**config.mk**
```make
export PLATFORM = sky130hd
export DESIGN_NAME = link_phase_state_machine
export DESIGN_NICKNAME = d
export VERILOG_FILES = /design/src/hdl/lpsm_pkg.sv /design/src/hdl/link_phase_state_machine.sv
export SDC_FILE = /design/constraint.sdc
export NUM_CORES = 1
export LEC_CHECK = 0
export BUFFER_PORTS_ARGS = -buffer_cell sky130_fd_sc_hd__buf_2
export CAP_MARGIN = 20
export CORE_ASPECT_RATIO = 0.5
export CORE_MARGIN = 5
export CORE_UTILIZATION = 60
export DETAILED_ROUTE_END_ITERATION = 7
export PLACE_DENSITY = 0.86
export SLEW_MARGIN = 20
export SYNTH_ARGS = -nofsm -noshare
export SYNTH_HDL_FRONTEND = slang
export SYNTH_SLANG_ARGS = --single-unit
```
**constraint.sdc**
```tcl
create_clock -name clk_i -period 15.8 [get_ports clk_i]
set_input_delay 1.58 -clock clk_i [delete_from_list [all_inputs] [get_ports clk_i]]
set_output_delay 1.58 -clock clk_i [all_outputs]
set_load 0.01 [all_outputs]
```
**src/hdl/lpsm_pkg.sv**
```systemverilog
// ----------------------------------------------------------------------------
// lpsm_pkg: shared types and constants for the link phase state machine
// Phase, reason, outcome and operation codes; word widths; counter widths.
// ----------------------------------------------------------------------------
package lpsm_pkg;

  localparam int unsigned TimeBits  = 32;
  localparam int unsigned CountBits = 32;
  // width used for the liveness compare: covers both elapsed time and timeout
  localparam int unsigned CmpBits   = (TimeBits > 32) ? TimeBits : 32;

  localparam int unsigned InDataW  = 40;
  localparam int unsigned OutDataW = 104;
  localparam int unsigned CfgIdxW  = 2;
  localparam int unsigned CfgDataW = 32;

  typedef logic [CountBits-1:0] count_t;
  typedef logic [TimeBits-1:0]  stamp_t;

  // phase held one-hot
  typedef enum logic [5:0] {
    PH_ABSENT     = 6'b000001,
    PH_ATTACHED   = 6'b000010,
    PH_CONNECTING = 6'b000100,
    PH_READY      = 6'b001000,
    PH_FAULTED    = 6'b010000,
    PH_SUSPENDED  = 6'b100000
  } phase_e;

  // phase as reported in the result word
  typedef enum logic [2:0] {
    PC_ABSENT     = 3'd0,
    PC_ATTACHED   = 3'd1,
    PC_CONNECTING = 3'd2,
    PC_READY      = 3'd3,
    PC_FAULTED    = 3'd4,
    PC_SUSPENDED  = 3'd5
  } phase_code_e;

  typedef enum logic [2:0] {
    RS_NONE     = 3'd0,
    RS_UNKNOWN  = 3'd1,
    RS_PEER     = 3'd2,
    RS_LOCAL    = 3'd3,
    RS_FAULT    = 3'd4,
    RS_LIVENESS = 3'd5,
    RS_RESTART  = 3'd6
  } cause_e;

  typedef enum logic [1:0] {
    OC_APPLIED   = 2'd0,
    OC_IGNORED   = 2'd1,
    OC_REDUNDANT = 2'd2,
    OC_TICK_IDLE = 2'd3
  } outcome_e;

  typedef enum logic [3:0] {
    OP_ATTACH      = 4'd0,
    OP_DETACH      = 4'd1,
    OP_ARRIVING    = 4'd2,
    OP_ESTABLISHED = 4'd3,
    OP_DATA        = 4'd4,
    OP_GONE        = 4'd5,
    OP_CLOSE       = 4'd6,
    OP_FAULT       = 4'd7,
    OP_SUSPEND     = 4'd8,
    OP_RESUME      = 4'd9,
    OP_RESTART     = 4'd10,
    OP_TICK        = 4'd11
  } op_e;

  localparam logic [CfgIdxW-1:0] CfgReqEstablish = 2'd0;
  localparam logic [CfgIdxW-1:0] CfgLiveTimeout  = 2'd1;

  function automatic phase_code_e phase_code(phase_e ph);
    phase_code_e code;
    unique case (ph)
      PH_ABSENT:     code = PC_ABSENT;
      PH_ATTACHED:   code = PC_ATTACHED;
      PH_CONNECTING: code = PC_CONNECTING;
      PH_READY:      code = PC_READY;
      PH_FAULTED:    code = PC_FAULTED;
      PH_SUSPENDED:  code = PC_SUSPENDED;
      default:       code = PC_ABSENT;
    endcase
    return code;
  endfunction

endpackage

```
**src/hdl/link_phase_state_machine.sv**
```systemverilog
// ----------------------------------------------------------------------------
// link_phase_state_machine: transport link phase tracker
// Takes one event or tick word, updates phase and counters, returns one
// result word with the outcome and a snapshot of the link state.
// ----------------------------------------------------------------------------
// One result word per input word, one word per cycle sustained while the
// result side does not stall. An input word is latched into the input
// register, evaluated against the link state once the result register is free
// and written to the result register together with the state update, which
// raises m_axis_tvalid. A stalled result register holds back only the stage
// behind it; the input side keeps one word in hand.
// Configuration writes are always accepted and must only be issued while no
// word is in flight.
module link_phase_state_machine (
  input  logic                            clk_i,
  input  logic                            rst_ni,
  input  logic                            s_axis_tvalid,
  output logic                            s_axis_tready,
  // operation[3:0], now_time[35:4], cause[38:36], zero pad [39]
  input  logic [lpsm_pkg::InDataW-1:0]    s_axis_tdata,
  output logic                            m_axis_tvalid,
  input  logic                            m_axis_tready,
  // outcome[1:0], phase_now[4:2], epoch_count[36:5], session_count[68:37],
  // ignored_count[100:69], disconnect_cause[103:101]
  output logic [lpsm_pkg::OutDataW-1:0]   m_axis_tdata,
  input  logic                            cfg_valid_i,
  output logic                            cfg_ready_o,
  input  logic [lpsm_pkg::CfgIdxW-1:0]    cfg_index_i,
  input  logic [lpsm_pkg::CfgDataW-1:0]   cfg_data_i
);
  import lpsm_pkg::*;

  // configuration
  logic        req_est_q;
  logic [31:0] timeout_q;

  // input register
  logic               in_vld_q;
  logic [InDataW-1:0] in_data_q;

  // result register
  logic                out_vld_q;
  logic [OutDataW-1:0] out_data_q, out_data_d;

  // link state
  phase_e ph_q, ph_d;
  phase_e pbs_q, pbs_d;
  cause_e cause_q, cause_d;
  stamp_t lat_q, lat_d;
  count_t epoch_q, epoch_d;
  count_t sess_q, sess_d;
  count_t ign_q, ign_d;

  logic advance;

  // decoded input word
  op_e    op;
  stamp_t t_now;
  cause_e why;

  // transition request
  logic     go_en;
  phase_e   go_tgt;
  cause_e   go_why;
  outcome_e oc;

  logic               is_live;
  stamp_t             elapsed;
  logic               timed_out;

  assign cfg_ready_o   = 1'b1;
  assign advance       = in_vld_q && (!out_vld_q || m_axis_tready);
  assign s_axis_tready = !in_vld_q || advance;
  assign m_axis_tvalid = out_vld_q;
  assign m_axis_tdata  = out_data_q;

  assign op    = op_e'(in_data_q[3:0]);
  assign t_now = TimeBits'(in_data_q[35:4]);
  assign why   = cause_e'(in_data_q[38:36]);

  assign is_live   = (ph_q == PH_READY) || (ph_q == PH_CONNECTING);
  assign elapsed   = t_now - lat_q;
  assign timed_out = (timeout_q != 32'd0) &&
                     (CmpBits'(elapsed) >= CmpBits'(timeout_q));

  always_comb begin
    ph_d    = ph_q;
    pbs_d   = pbs_q;
    cause_d = cause_q;
    lat_d   = lat_q;
    epoch_d = epoch_q;
    sess_d  = sess_q;
    ign_d   = ign_q;
    go_en   = 1'b0;
    go_tgt  = ph_q;
    go_why  = RS_NONE;
    oc      = OC_APPLIED;

    unique case (op)
      OP_ATTACH: begin
        if (ph_q == PH_ABSENT) begin
          go_en  = 1'b1;
          go_tgt = PH_ATTACHED;
        end else if (ph_q == PH_ATTACHED || is_live) begin
          oc = OC_REDUNDANT;
        end else begin
          oc = OC_IGNORED;
        end
      end
      OP_DETACH: begin
        if (ph_q == PH_ABSENT) begin
          oc = OC_REDUNDANT;
        end else begin
          go_en  = 1'b1;
          go_tgt = PH_ABSENT;
          go_why = why;
        end
      end
      OP_ARRIVING: begin
        if (ph_q == PH_ATTACHED) begin
          go_en  = 1'b1;
          go_tgt = PH_CONNECTING;
        end else begin
          oc = OC_IGNORED;
        end
      end
      OP_ESTABLISHED: begin
        if (ph_q == PH_READY) begin
          oc = OC_REDUNDANT;
        end else if (ph_q == PH_CONNECTING || ph_q == PH_ATTACHED) begin
          go_en  = 1'b1;
          go_tgt = PH_READY;
        end else begin
          oc = OC_IGNORED;
        end
      end
      OP_DATA: begin
        if (ph_q == PH_READY) begin
          lat_d = t_now;
        end else if (!req_est_q && (ph_q == PH_ATTACHED || ph_q == PH_CONNECTING)) begin
          go_en  = 1'b1;
          go_tgt = PH_READY;
        end else begin
          oc = OC_IGNORED;
        end
      end
      OP_GONE: begin
        if (is_live) begin
          go_en  = 1'b1;
          go_tgt = PH_ATTACHED;
          go_why = why;
        end else begin
          oc = OC_IGNORED;
        end
      end
      OP_CLOSE: begin
        if (is_live) begin
          go_en  = 1'b1;
          go_tgt = PH_ATTACHED;
          go_why = RS_LOCAL;
        end else begin
          oc = OC_REDUNDANT;
        end
      end
      OP_FAULT: begin
        go_en  = 1'b1;
        go_tgt = PH_FAULTED;
        go_why = RS_FAULT;
      end
      OP_SUSPEND: begin
        if (ph_q == PH_SUSPENDED) begin
          oc = OC_REDUNDANT;
        end else if (ph_q == PH_ABSENT || ph_q == PH_FAULTED) begin
          oc = OC_IGNORED;
        end else begin
          pbs_d  = ph_q;
          go_en  = 1'b1;
          go_tgt = PH_SUSPENDED;
          go_why = RS_LOCAL;
        end
      end
      OP_RESUME: begin
        if (ph_q == PH_SUSPENDED) begin
          go_en  = 1'b1;
          go_tgt = (pbs_q == PH_ABSENT) ? PH_ABSENT : PH_ATTACHED;
          go_why = RS_LOCAL;
        end else begin
          oc = OC_IGNORED;
        end
      end
      OP_RESTART: begin
        ph_d    = PH_ABSENT;
        pbs_d   = PH_ABSENT;
        cause_d = RS_RESTART;
        lat_d   = '0;
        epoch_d = epoch_q + count_t'(1);
      end
      OP_TICK: begin
        oc = OC_TICK_IDLE;
        if (ph_q == PH_READY && timed_out) begin
          go_en  = 1'b1;
          go_tgt = PH_ATTACHED;
          go_why = RS_LIVENESS;
          oc     = OC_APPLIED;
        end
      end
      default: begin
        oc = OC_IGNORED;
      end
    endcase

    if (oc == OC_IGNORED) begin
      ign_d = ign_q + count_t'(1);
    end

    // phase change: leaving ready ends the epoch, entering ready opens a session
    if (go_en && go_tgt != ph_q) begin
      if (ph_q == PH_READY) begin
        epoch_d = epoch_q + count_t'(1);
        cause_d = (go_why == RS_NONE || go_why > RS_RESTART) ? RS_UNKNOWN : go_why;
      end
      if (go_tgt == PH_READY) begin
        sess_d = sess_q + count_t'(1);
        lat_d  = t_now;
      end
      ph_d = go_tgt;
    end

    out_data_d = {cause_d, 32'(ign_d), 32'(sess_d), 32'(epoch_d),
                  phase_code(ph_d), oc};
  end

  // configuration registers
  always_ff @(posedge clk_i or negedge rst_ni) begin
    if (!rst_ni) begin
      req_est_q <= 1'b1;
      timeout_q <= '0;
    end else if (cfg_valid_i && cfg_ready_o) begin
      if (cfg_index_i == CfgReqEstablish) begin
        req_est_q <= cfg_data_i[0];
      end
      if (cfg_index_i == CfgLiveTimeout) begin
        timeout_q <= cfg_data_i;
      end
    end
  end

  // handshake and link state
  always_ff @(posedge clk_i or negedge rst_ni) begin
    if (!rst_ni) begin
      in_vld_q  <= 1'b0;
      out_vld_q <= 1'b0;
      ph_q      <= PH_ABSENT;
      pbs_q     <= PH_ABSENT;
      cause_q   <= RS_NONE;
      lat_q     <= '0;
      epoch_q   <= '0;
      sess_q    <= '0;
      ign_q     <= '0;
    end else begin
      if (s_axis_tvalid && s_axis_tready) begin
        in_vld_q <= 1'b1;
      end else if (advance) begin
        in_vld_q <= 1'b0;
      end
      if (advance) begin
        out_vld_q <= 1'b1;
        ph_q      <= ph_d;
        pbs_q     <= pbs_d;
        cause_q   <= cause_d;
        lat_q     <= lat_d;
        epoch_q   <= epoch_d;
        sess_q    <= sess_d;
        ign_q     <= ign_d;
      end else if (m_axis_tready) begin
        out_vld_q <= 1'b0;
      end
    end
  end

  // payload registers
  always_ff @(posedge clk_i) begin
    if (s_axis_tvalid && s_axis_tready) begin
      in_data_q <= s_axis_tdata;
    end
    if (advance) begin
      out_data_q <= out_data_d;
    end
  end

`ifndef SYNTHESIS
  a_ready_only_when_blocked: assert property (@(posedge clk_i) disable iff (!rst_ni)
    !s_axis_tready |-> (in_vld_q && out_vld_q && !m_axis_tready))
    else $error("input stalled without a blocked result");

  a_no_advance_on_stall: assert property (@(posedge clk_i) disable iff (!rst_ni)
    (out_vld_q && !m_axis_tready) |-> !advance)
    else $error("result register overwritten while stalled");

  a_ignored_counts: assert property (@(posedge clk_i) disable iff (!rst_ni)
    (advance && oc == OC_IGNORED) |=> (ign_q == $past(ign_q) + count_t'(1)))
    else $error("ignored word not counted");

  a_suspend_origin: assert property (@(posedge clk_i) disable iff (!rst_ni)
    (ph_q == PH_SUSPENDED) |-> (pbs_q != PH_SUSPENDED && pbs_q != PH_FAULTED))
    else $error("bad phase recorded before suspend");

  a_session_on_entry: assert property (@(posedge clk_i) disable iff (!rst_ni)
    (advance && ph_q != PH_READY && ph_d == PH_READY)
      |=> (sess_q == $past(sess_q) + count_t'(1)))
    else $error("session not counted on entry to ready");
`endif

endmodule

```
# After elaboration in Yosys (flattened, before gate mapping)
# Cells that the tools add are included.
# totals
wordCells	150
reg_bits	321
output_inout_bits	107
in_bits	79
# op_classes
eq_ne	29
mux	74
add_sub_neg	4
n_reduce_logical	28
n_lt_le_gt_ge	2
# ops
op	count
32-bit 2-to-1 mux	9
32-bit by 1-bit adder with 32-bit output (second input constant)	3
6-bit 2-to-1 mux	16
32-bit case mux with 2 select lines	1
6-bit case mux with 10 select lines	1
32-bit >= comparator	1
32-bit nonzero test	1
32-bit subtractor	1
2-bit 2-to-1 mux	12
1-bit 2-to-1 mux	23
2-bit case mux with 11 select lines	1
3-bit 2-to-1 mux	7
3-bit case mux with 7 select lines	1
6-bit by 4-bit == test with 1-bit output (second input constant)	3
4-bit by 3-bit == test with 1-bit output (second input constant)	4
4-bit == test (second input constant)	4
3-bit case mux with 5 select lines	1
6-bit by 1-bit == test with 1-bit output (second input constant)	2
6-bit by 2-bit == test with 1-bit output (second input constant)	2
6-bit by 3-bit == test with 1-bit output (second input constant)	2
6-bit by 5-bit == test with 1-bit output (second input constant)	2
6-bit == test (second input constant)	2
6-bit case mux with 2 select lines	1
1-bit case mux with 10 select lines	1
16 further kinds	36

# Longest topological paths before layout
# Gate-level depths: netlist (run 1).
# logic_depth
depth_word	11
mapped_depth	25
mapped_depth_nobuf	23

# Worst setup path before layout (run 1)
# Ideal clock, no wire load.
# synth_timing
path_type	input -> register
start	input m_axis_tready
end	register sess_q[1]
n_path_buf	3
t_required_ns	15.512
t_arrival_ns	5.800
cell_stages	7
slack_ns	9.713
path_cell_list	nand2b_1 -> nand2_1 -> inv_1 -> clkbuf_1 -> buf_1 -> buf_1 -> a31oi_1
# synth_via
elab_chain_cells	2
# synth_rtl
item	line	rtl
start: declaration	link_phase_state_machine.sv:22	input logic m_axis_tready,
1-bit logical OR	link_phase_state_machine.sv:72	assign advance = in_vld_q && (!out_vld_q || m_axis_tready);
1-bit logical AND	link_phase_state_machine.sv:72	
net advance	link_phase_state_machine.sv:54	logic advance;
end signal: assignment	link_phase_state_machine.sv:273	sess_q <= sess_d;
end: declaration	link_phase_state_machine.sv:51	count_t sess_q, sess_d;
# The timed path passes the listed nets, and every way through them passes these cells.
# A chain may end at the register's enable or synchronous reset.

# Final worst setup path (run 1)
# layout_timing
start	register in_data_q[4]
end	register out_data_q[6], in the netlist m_axis_tdata[6], data pin
# layout_via
elab_chain_cells	9
# layout_rtl
item	line	rtl
start: declaration	link_phase_state_machine.sv:39	logic [InDataW-1:0] in_data_q;
start signal: assignment	link_phase_state_machine.sv:284	in_data_q <= s_axis_tdata;
32-bit subtractor *	link_phase_state_machine.sv:82	assign elapsed = t_now - lat_q;
32-bit >= comparator *	link_phase_state_machine.sv:84	(CmpBits'(elapsed) >= CmpBits'(timeout_q));
1-bit logical AND *	link_phase_state_machine.sv:83	assign timed_out = (timeout_q != 32'd0) &&
1-bit logical AND *	link_phase_state_machine.sv:200	if (ph_q == PH_READY && timed_out) begin
6-bit 2-to-1 mux	link_phase_state_machine.sv:200	
6-bit case mux with 10 select lines	link_phase_state_machine.sv:99	unique case (op)
6-bit != test	link_phase_state_machine.sv:217	if (go_en && go_tgt != ph_q) begin
1-bit logical AND *	link_phase_state_machine.sv:217	
32-bit 2-to-1 mux *	link_phase_state_machine.sv:217	
net epoch_d[1]	link_phase_state_machine.sv:50	count_t epoch_q, epoch_d;
end signal: assignment	link_phase_state_machine.sv:287	out_data_q <= out_data_d;
end: declaration	link_phase_state_machine.sv:43	logic [OutDataW-1:0] out_data_q, out_data_d;
# The timed path passes the listed nets; every way through them passes the cells marked *.

==> flow_summary.json, run 1 <==
{
  "syn_nets": 1679,
  "grt_max_degree": 100,
  "synthTopCellsByArea": "dfrtp_1 (26%), edfxtp_1 (25%), xor2_1 (6.3%)",
  "fin_worst_skew_ns": 0.0179,
  "overflow": 0,
  "critPathMaxFanout": 63,
  "crit_path_start": "in_data_q[4]",
  "root_buffer": "clkbuf_16",
  "io_buffers": 183,
  "fillers": 2097,
  "syn_to_final_growth_pct": 12.5,
  "critPathLaunchType": "flip-flop",
  "fmax_mhz": 157,
  "yosysMostFrequentCell": "dfrtp_1",
  "power.leakage_nw": 8.49,
  "place_inst": 2047,
  "irDropWorstVdd_uv": 110,
  "drive_gt1_share_pct": 19.2,
  "start_util_pct": 61.1,
  "yosys-top-cells-count": "dfrtp_1 (175), edfxtp_1 (143), nand2_1 (130)",
  "fin_ws_ns": 9.43,
  "slew_violations": 0,
  "netlist_instances": 1533,
  "gp_congestion": 0.936,
  "post-place-ws_ns": 9.50,
  "wl_met3_mm": 1.76,
  "synthArstFlopShare_pct": 55.5,
  "cts_resized": 0,
  "min_period_ns": 6.37,
  "drt-met1-wl_mm": 15.4,
  "pwr-share-seq_pct": 40.7,
  "clock_path_buffers": 3,
  "netlist.area_leader.share_pct": 25.8,
  "crit_required_ns": 16.12,
  "wl_met2_mm": 18.2,
  "crit_type": "reg -> reg",
  "cts_sinks": 321,
  "ys.flop_type": "dfrtp_1",
  "fin_nets": 1841,
  "yosysTopAreaCell": "dfrtp_1",
  "wl_per_cell_um": 17.3,
  "die_y_um": 129,
  "grt_pass1_vias": 11960,
  "synth_seq_area_share_pct": 51.6,
  "synth_edf_count": 143,
  "cts_tree": "built",
  "num_rows": 43,
  "ff2ff_path_depth": 23,
  "synth_warnings": 0,
  "postRouteAntennaNets": 0,
  "antenna_found_initial": 0,
  "clk_latency_ns": 0.57,
  "routed_wl_mm": 36.2,
  "min_path_type": "reg -> reg",
  "num_antenna_cells": 0,
  "stdcell_count": 2099,
  "max-slew-margin-rel_pct": 28.3,
  "crit_path_end_kind": "flip-flop",
  "vias_per_cell": 5.73,
  "cp-endpoint": "m_axis_tdata[6]",
  "final-setup-viol-count": 0,
  "dp_hpwl_mm": 25.3,
  "clk_pin_slew_ns": 0.07,
  "design_power_total_mw": 2.74,
  "p_sw_share_pct": 34.4,
  "max_cap_viol_count": 0,
  "post_cts_buffers": 0,
  "worstPathArrival_ns": 6.69,
  "netlist_area_mm2": 0.0170,
  "fin_crit_sh_pct": 40.3,
  "r2r_slack_ns": 9.43,
  "outcome": "complete, no violations",
  "drt_iter0_drc": 917,
  "drc": 0,
  "grt_usage_pct": 22.8,
  "htreeDepth": 1,
  "p_comb_share_pct": 34.1,
  "core_area_mm2": 0.0278,
  "die_area_mm2": 0.0319,
  "drtPass1Iterations": 5,
  "r2r_start": "in_data_q[4]",
  "r2r_end": "m_axis_tdata[6]",
  "fin_hold_ws_ns": 0.495,
  "grt_pass1_wl_mm": 59.6,
  "synth-seq-cells": 321,
  "fp.dieW_um": 248,
  "io_pins": 186,
  "synth_cell_type_count": 89,
  "cts_made_buffers": 28,
  "tightestPinTransition_ns": 1.08,
  "setup_tns_ns": 0,
  "rsz0062_at_grt": "no",
  "p_clk_share_pct": 25.2,
  "postSynthAreaPerCell_um2": 11.1,
  "vias": 12035,
  "ctsHoldBuffers": 0,
  "power.density_mw_per_mm2": 144,
  "hold_viol": 0,
  "internal_power_mw": 1.80,
  "p_sw_uw": 941,
  "top_layer": "met4"
}
==> how the worst min path moves through the flow <==
stage                startpoint             to  cells after the start
floorplan              in_vld_q  m_axis_tvalid                      1
global route         sess_q[31]     sess_q[31]                      1
finish                ign_q[31]      ign_q[31]                      1
global placement     sess_q[31]     sess_q[31]                      1
detailed placement    lat_q[14]      lat_q[14]                      1
CTS                 epoch_q[31]    epoch_q[31]                      1
==> registers in the layout, summed over array words and instances (netlist names) <==
name           cells
epoch_q           32
pbs_q              6
m_axis_tdata     104
m_axis_tvalid      1
req_est_q          1
timeout_q         32
ph_q               6
cause_q            3
sess_q            32
ign_q             32
in_vld_q           1
lat_q             32
in_data_q         39
==> placed cells by master, fill, tap and decap left out, types with 7 or more instances in the layout <==
master     Yosys  routed
edfxtp_1     143     143
a22o_1        33      33
nor4_1        15      15
a21o_1        15      15
nor3_1        43      43
nor4_2        20      20
buf_4          2       9
nand3_1       62      62
xnor2_1       97      97
nor2b_1       10      10
nand4_1       27      27
a21oi_1       49      48
xor2_1       122     122
mux2i_1        7       7
mux2_2        39      39
inv_1         89      88
and2_1        12      11
clkbuf_16      0      28
and3_1        19      19
nand2b_1      18      18
buf_2         10     182
ha_1          66      66
o21ai_0       39      39
nor2_1       114     114
nand2_1      130     129
dfrtp_1      175     175
==> layout make-up <==
cell class	instances	area, µm²	share of cell area [%]
sequential	321	8750	45.9
inverter	89	339	1.78
tap	382	478	2.51
clock inverter	20	199	1.04
multi-input combinational	1062	7590	39.8
clock buffer	32	716	3.75
timing repair buffer	193	1000	5.25
==> power groups by stage <==
stage                     Clock (mW)  Sequential, mW  Combinational [mW]
after floorplan                    0            1.10               0.739
after detailed placement           0            1.13               0.923
after global routing           0.745            1.13                1.05
after CTS                      0.708            1.11               0.933
after global placement             0            1.12               0.896
final                          0.691            1.11               0.933
==> worst max-delay path, cell delays in order (launching register included) <==
cell	delay, ns
edfxtp_1	0.38
inv_1	0.07
ha_1	0.18
inv_1	0.06
fa_1	0.40
a21oi_1	0.21
o21bai_1	0.12
o211a_1	0.30
a311o_1	0.42
a31oi_1	0.22
a211o_1	0.21
o311ai_0	0.13
a21oi_1	0.24
xnor2_1	0.15
ha_1	0.27
nand4_1	0.12
nor4_1	0.08
o2111ai_1	0.11
o21ai_0	0.16
or4_1	0.60
a31o_1	0.40
a21oi_4	0.23
buf_4	0.62
mux2_2	0.41
==> kinds of logic after synthesis <==
group	share of synthesized area, %
and+or+nand+nor	16.3
DFF	51.6
xor gates and xnor gates	11.4
AOI/OAI and AO/OA	9.02
buffers and inverters	3.70
adders and majority gates	4.99
muxes	3.00
other	0.0221
==> per-stage QoR <==
step	cell area, µm²	util (%)
after floorplan	17000	-
after global placement	18200	65.4
after detailed placement	18200	65.4
after CTS	19100	68.7
after global routing	19100	68.7
final	19100	68.7
==> metal layers <==
| metal | up-vias | global-route usage [%] |
|---|---|---|
| met5 | - | 0 |
| met4 | 0 | 5.57 |
| met3 | 63 | 3.45 |
| met2 | 325 | 40.0 |
| met1 | 5872 | 30.5 |
| li1 | 5775 | - |
(Power assumes the default switching activity.)
==> inputs of run 2 (changes only) <==
--- a/config.mk
+++ b/config.mk
@@ -5,13 +5,14 @@
 export SDC_FILE = /design/constraint.sdc
 export NUM_CORES = 1
 export LEC_CHECK = 0
+export ABC_AREA = 1
 export BUFFER_PORTS_ARGS = -buffer_cell sky130_fd_sc_hd__buf_2
 export CAP_MARGIN = 20
 export CORE_ASPECT_RATIO = 0.5
 export CORE_MARGIN = 5
-export CORE_UTILIZATION = 60
+export CORE_UTILIZATION = 54
 export DETAILED_ROUTE_END_ITERATION = 7
-export PLACE_DENSITY = 0.86
+export PLACE_DENSITY = 0.82
 export SLEW_MARGIN = 20
 export SYNTH_ARGS = -nofsm -noshare
 export SYNTH_HDL_FRONTEND = slang
==> constraint.sdc (replaced) <==
create_clock -name clk_i -period 5.39 [get_ports clk_i]
set_input_delay 0.539 -clock clk_i [delete_from_list [all_inputs] [get_ports clk_i]]
set_output_delay 0.539 -clock clk_i [all_outputs]
set_load 0.01 [all_outputs]
==> flow_summary.json, run 2 <==
{
  "fmax_mhz": 197,
  "yosysTopAreaCell": "dfrtp_1",
  "mostFrequentLayoutCells": "nand2_1 (500), inv_1 (278), buf_2 (182)",
  "fp.dieW_um": 268,
  "final-setup-viol-count": 0,
  "largest_reg_flops": 104,
  "crit_required_ns": 5.71,
  "p_sw_mw": 3.75,
  "grt_max_degree": 113,
  "drc": 0,
  "vias_per_cell": 5.37,
  "netlist_instances": 2141,
  "num_rows": 47,
  "syn_nets": 2287,
  "hold_viol": 0,
  "post-place-ws_ns": 0.00919,
  "pwr-share-seq_pct": 37.4,
  "synth_warnings": 0,
  "root_buffer": "clkbuf_16",
  "htreeDepth": 1,
  "fin_crit_sh_pct": 94.2,
  "synthTopCellsByArea": "dfrtp_1 (24%), edfxtp_1 (24%), nand2_1 (10%)",
  "internal_power_mw": 6.02,
  "place_inst": 2724,
  "io_buffers": 183,
  "postRouteAntennaNets": 0,
  "cts_sinks": 321,
  "min_period_ns": 5.08,
  "max_cap_viol_count": 0,
  "critPathMaxFanout": 11,
  "crit_slowest_cell": "edfxtp_1",
  "max-slew-margin-rel_pct": 33.5,
  "die_area_mm2": 0.0373,
  "num_antenna_cells": 0,
  "vias": 14972,
  "worstPathArrival_ns": 5.39,
  "postSynthAreaPerCell_um2": 8.41,
  "syn_to_final_growth_pct": 14.8,
  "irDropWorstVdd_uv": 262,
  "synth-seq-cells": 321,
  "cts_made_buffers": 30,
  "start_util_pct": 54.6,
  "outcome": "complete, no violations",
  "ctsHoldBuffers": 0,
  "grt_pass1_vias": 14240,
  "rsz0062_at_grt": "yes",
  "core_area_mm2": 0.0330,
  "slowest_delay_ns": 0.46,
  "fin_ws_ns": 0.314,
  "p_clk_share_pct": 23.7,
  "yosysMostFrequentCell": "nand2_1",
  "clk_latency_ns": 0.58,
  "netlist_area_mm2": 0.0180,
  "die_y_um": 139,
  "grt_pass1_wl_mm": 71.4,
  "fin_nets": 2467,
  "power.density_mw_per_mm2": 472,
  "drtPass1Iterations": 6,
  "crit_path_end_kind": "flip-flop",
  "min_path_type": "in -> async",
  "io_pins": 186,
  "gp_congestion": 0.928,
  "ys.flop_type": "dfrtp_1",
  "antenna_found_initial": 0,
  "clk_pin_slew_ns": 0.06,
  "drive_gt1_share_pct": 14.9,
  "stdcell_count": 2786,
  "grt_usage_pct": 23.1,
  "crit_type": "reg -> reg",
  "overflow": 0,
  "layout_commonest_cell": "nand2_1",
  "tightestPinTransition_ns": 0.998,
  "power.leakage_nw": 9.55,
  "p_comb_share_pct": 38.9,
  "p_sw_share_pct": 38.4,
  "slew_violations": 0,
  "fin_worst_skew_ns": 0.0166,
  "drt_iter0_drc": 1293,
  "clock_path_buffers": 3,
  "yosys-top-cells-count": "nand2_1 (503), inv_1 (280), dfrtp_1 (175)",
  "cts_tree": "built",
  "routed_wl_mm": 43.8,
  "dp_hpwl_mm": 31.2,
  "synth_edf_count": 143,
  "critPathLaunchType": "flip-flop",
  "netlist.area_leader.share_pct": 24.3,
  "synthArstFlopShare_pct": 55.5,
  "wl_per_cell_um": 15.7,
  "synth_seq_area_share_pct": 48.6,
  "synth_cell_type_count": 57,
  "critPathMostFrequentCell": "nand2_1"
}
run 2: cell count changes in the layout (fill, tap and decap cells not counted), sizes merged, moves of 67 or more:
cell | before | now
nand2 | 130 | 512
inv | 92 | 294
o21ai | 41 | 198
a21oi | 50 | 135
xnor2 | 97 | 26
nor2 | 117 | 184
run 2: cell families after synthesis:
family | after synthesis | share of synthesized area [%]
XOR/XNOR | 114 | 5.54
multiplexers | 3 | 0.167
AO/OA/AOI/OAI | 414 | 12.7
buffers and inverters | 357 | 7.65
flip-flops | 321 | 48.6
other | 1 | 0.0208
adder cells (fa/ha/maj) | 67 | 4.69
AND/OR/NAND/NOR | 864 | 20.7
run 2: critical path, delay by kind of cell (launching register included):
family / cells / cell delay (ns)
xor gates and xnor gates: 1 / 0.17
adders and majority gates: 2 / 0.65
buffers and inverters: 2 / 0.26
DFF: 1 / 0.46
AOI/OAI and AO/OA: 8 / 1.28
and+or+nand+nor: 20 / 1.98
run 2: path summary, 6_finish.rpt:
path	to	slack, ns	cells past startpoint	from
worst max-delay path	m_axis_tdata[2]	0.31	33	in_data_q[5]
worst min-delay path	ign_q[20]	0.01	1	rst_ni
worst max register to register	m_axis_tdata[2]	0.31	33	in_data_q[5]
worst min register to register	pbs_q[4]	0.49	2	pbs_q[4]
max in group asynchronous	lat_q[1]	4.13	2	rst_ni
min in group clk_i	in_data_q[19]	0.13	1	s_axis_tdata[19]
run 2: power groups by stage:
stage / combinational, mW / clock (mW) / sequential (mW)
after CTS: 3.68 / 2.35 / 3.65
after floorplan: 2.58 / 0 / 3.69
after detailed placement: 3.64 / 0 / 3.69
final: 3.80 / 2.32 / 3.65
after global placement: 3.52 / 0 / 3.67
after global routing: 4.31 / 2.48 / 3.71
run 2: cell type report:
class	instances	area [µm²]
repair buffers	214	1220
clock inverters	19	248
fillers	2779	12300
multi-input cells	1463	7990
inverters	291	1100
flip-flops and latches	321	8750
clock buffers	37	828
well taps	441	552
run 2: per-stage QoR:
stage / instance area (µm²) / TNS (ns) / hold slack (ns) / power (mW) / util, %
finish: 20700 / 0 / 0.0114 / 9.77 / 62.7
global route: 20700 / -0.0521 / 0.0865 / 10.5 / 62.7
CTS: 20600 / 0 / 0.103 / 9.68 / 62.3
detailed placement: 19500 / 0 / 0.467 / 7.32 / 59.0
global placement: 19500 / 0 / 0.464 / 7.19 / 59.0
floorplan: 18000 / 0 / 0.243 / 6.26 / -
run 2: per-layer routing:
metal	routed length [µm]	GRT usage, %
met1	19500	31.7
met2	20900	38.8
met3	2190	3.07
met4	1210	6.49
met5	0	0
run 2: repair_timing:
item | 4_1_cts | 5_1_grt
pin swaps | 0 | 13
cloned | 0 | 0
setup buffers | 0 | 6
gates resized for setup | 1 | 26
endpoints found under the setup margin | 7 | 79
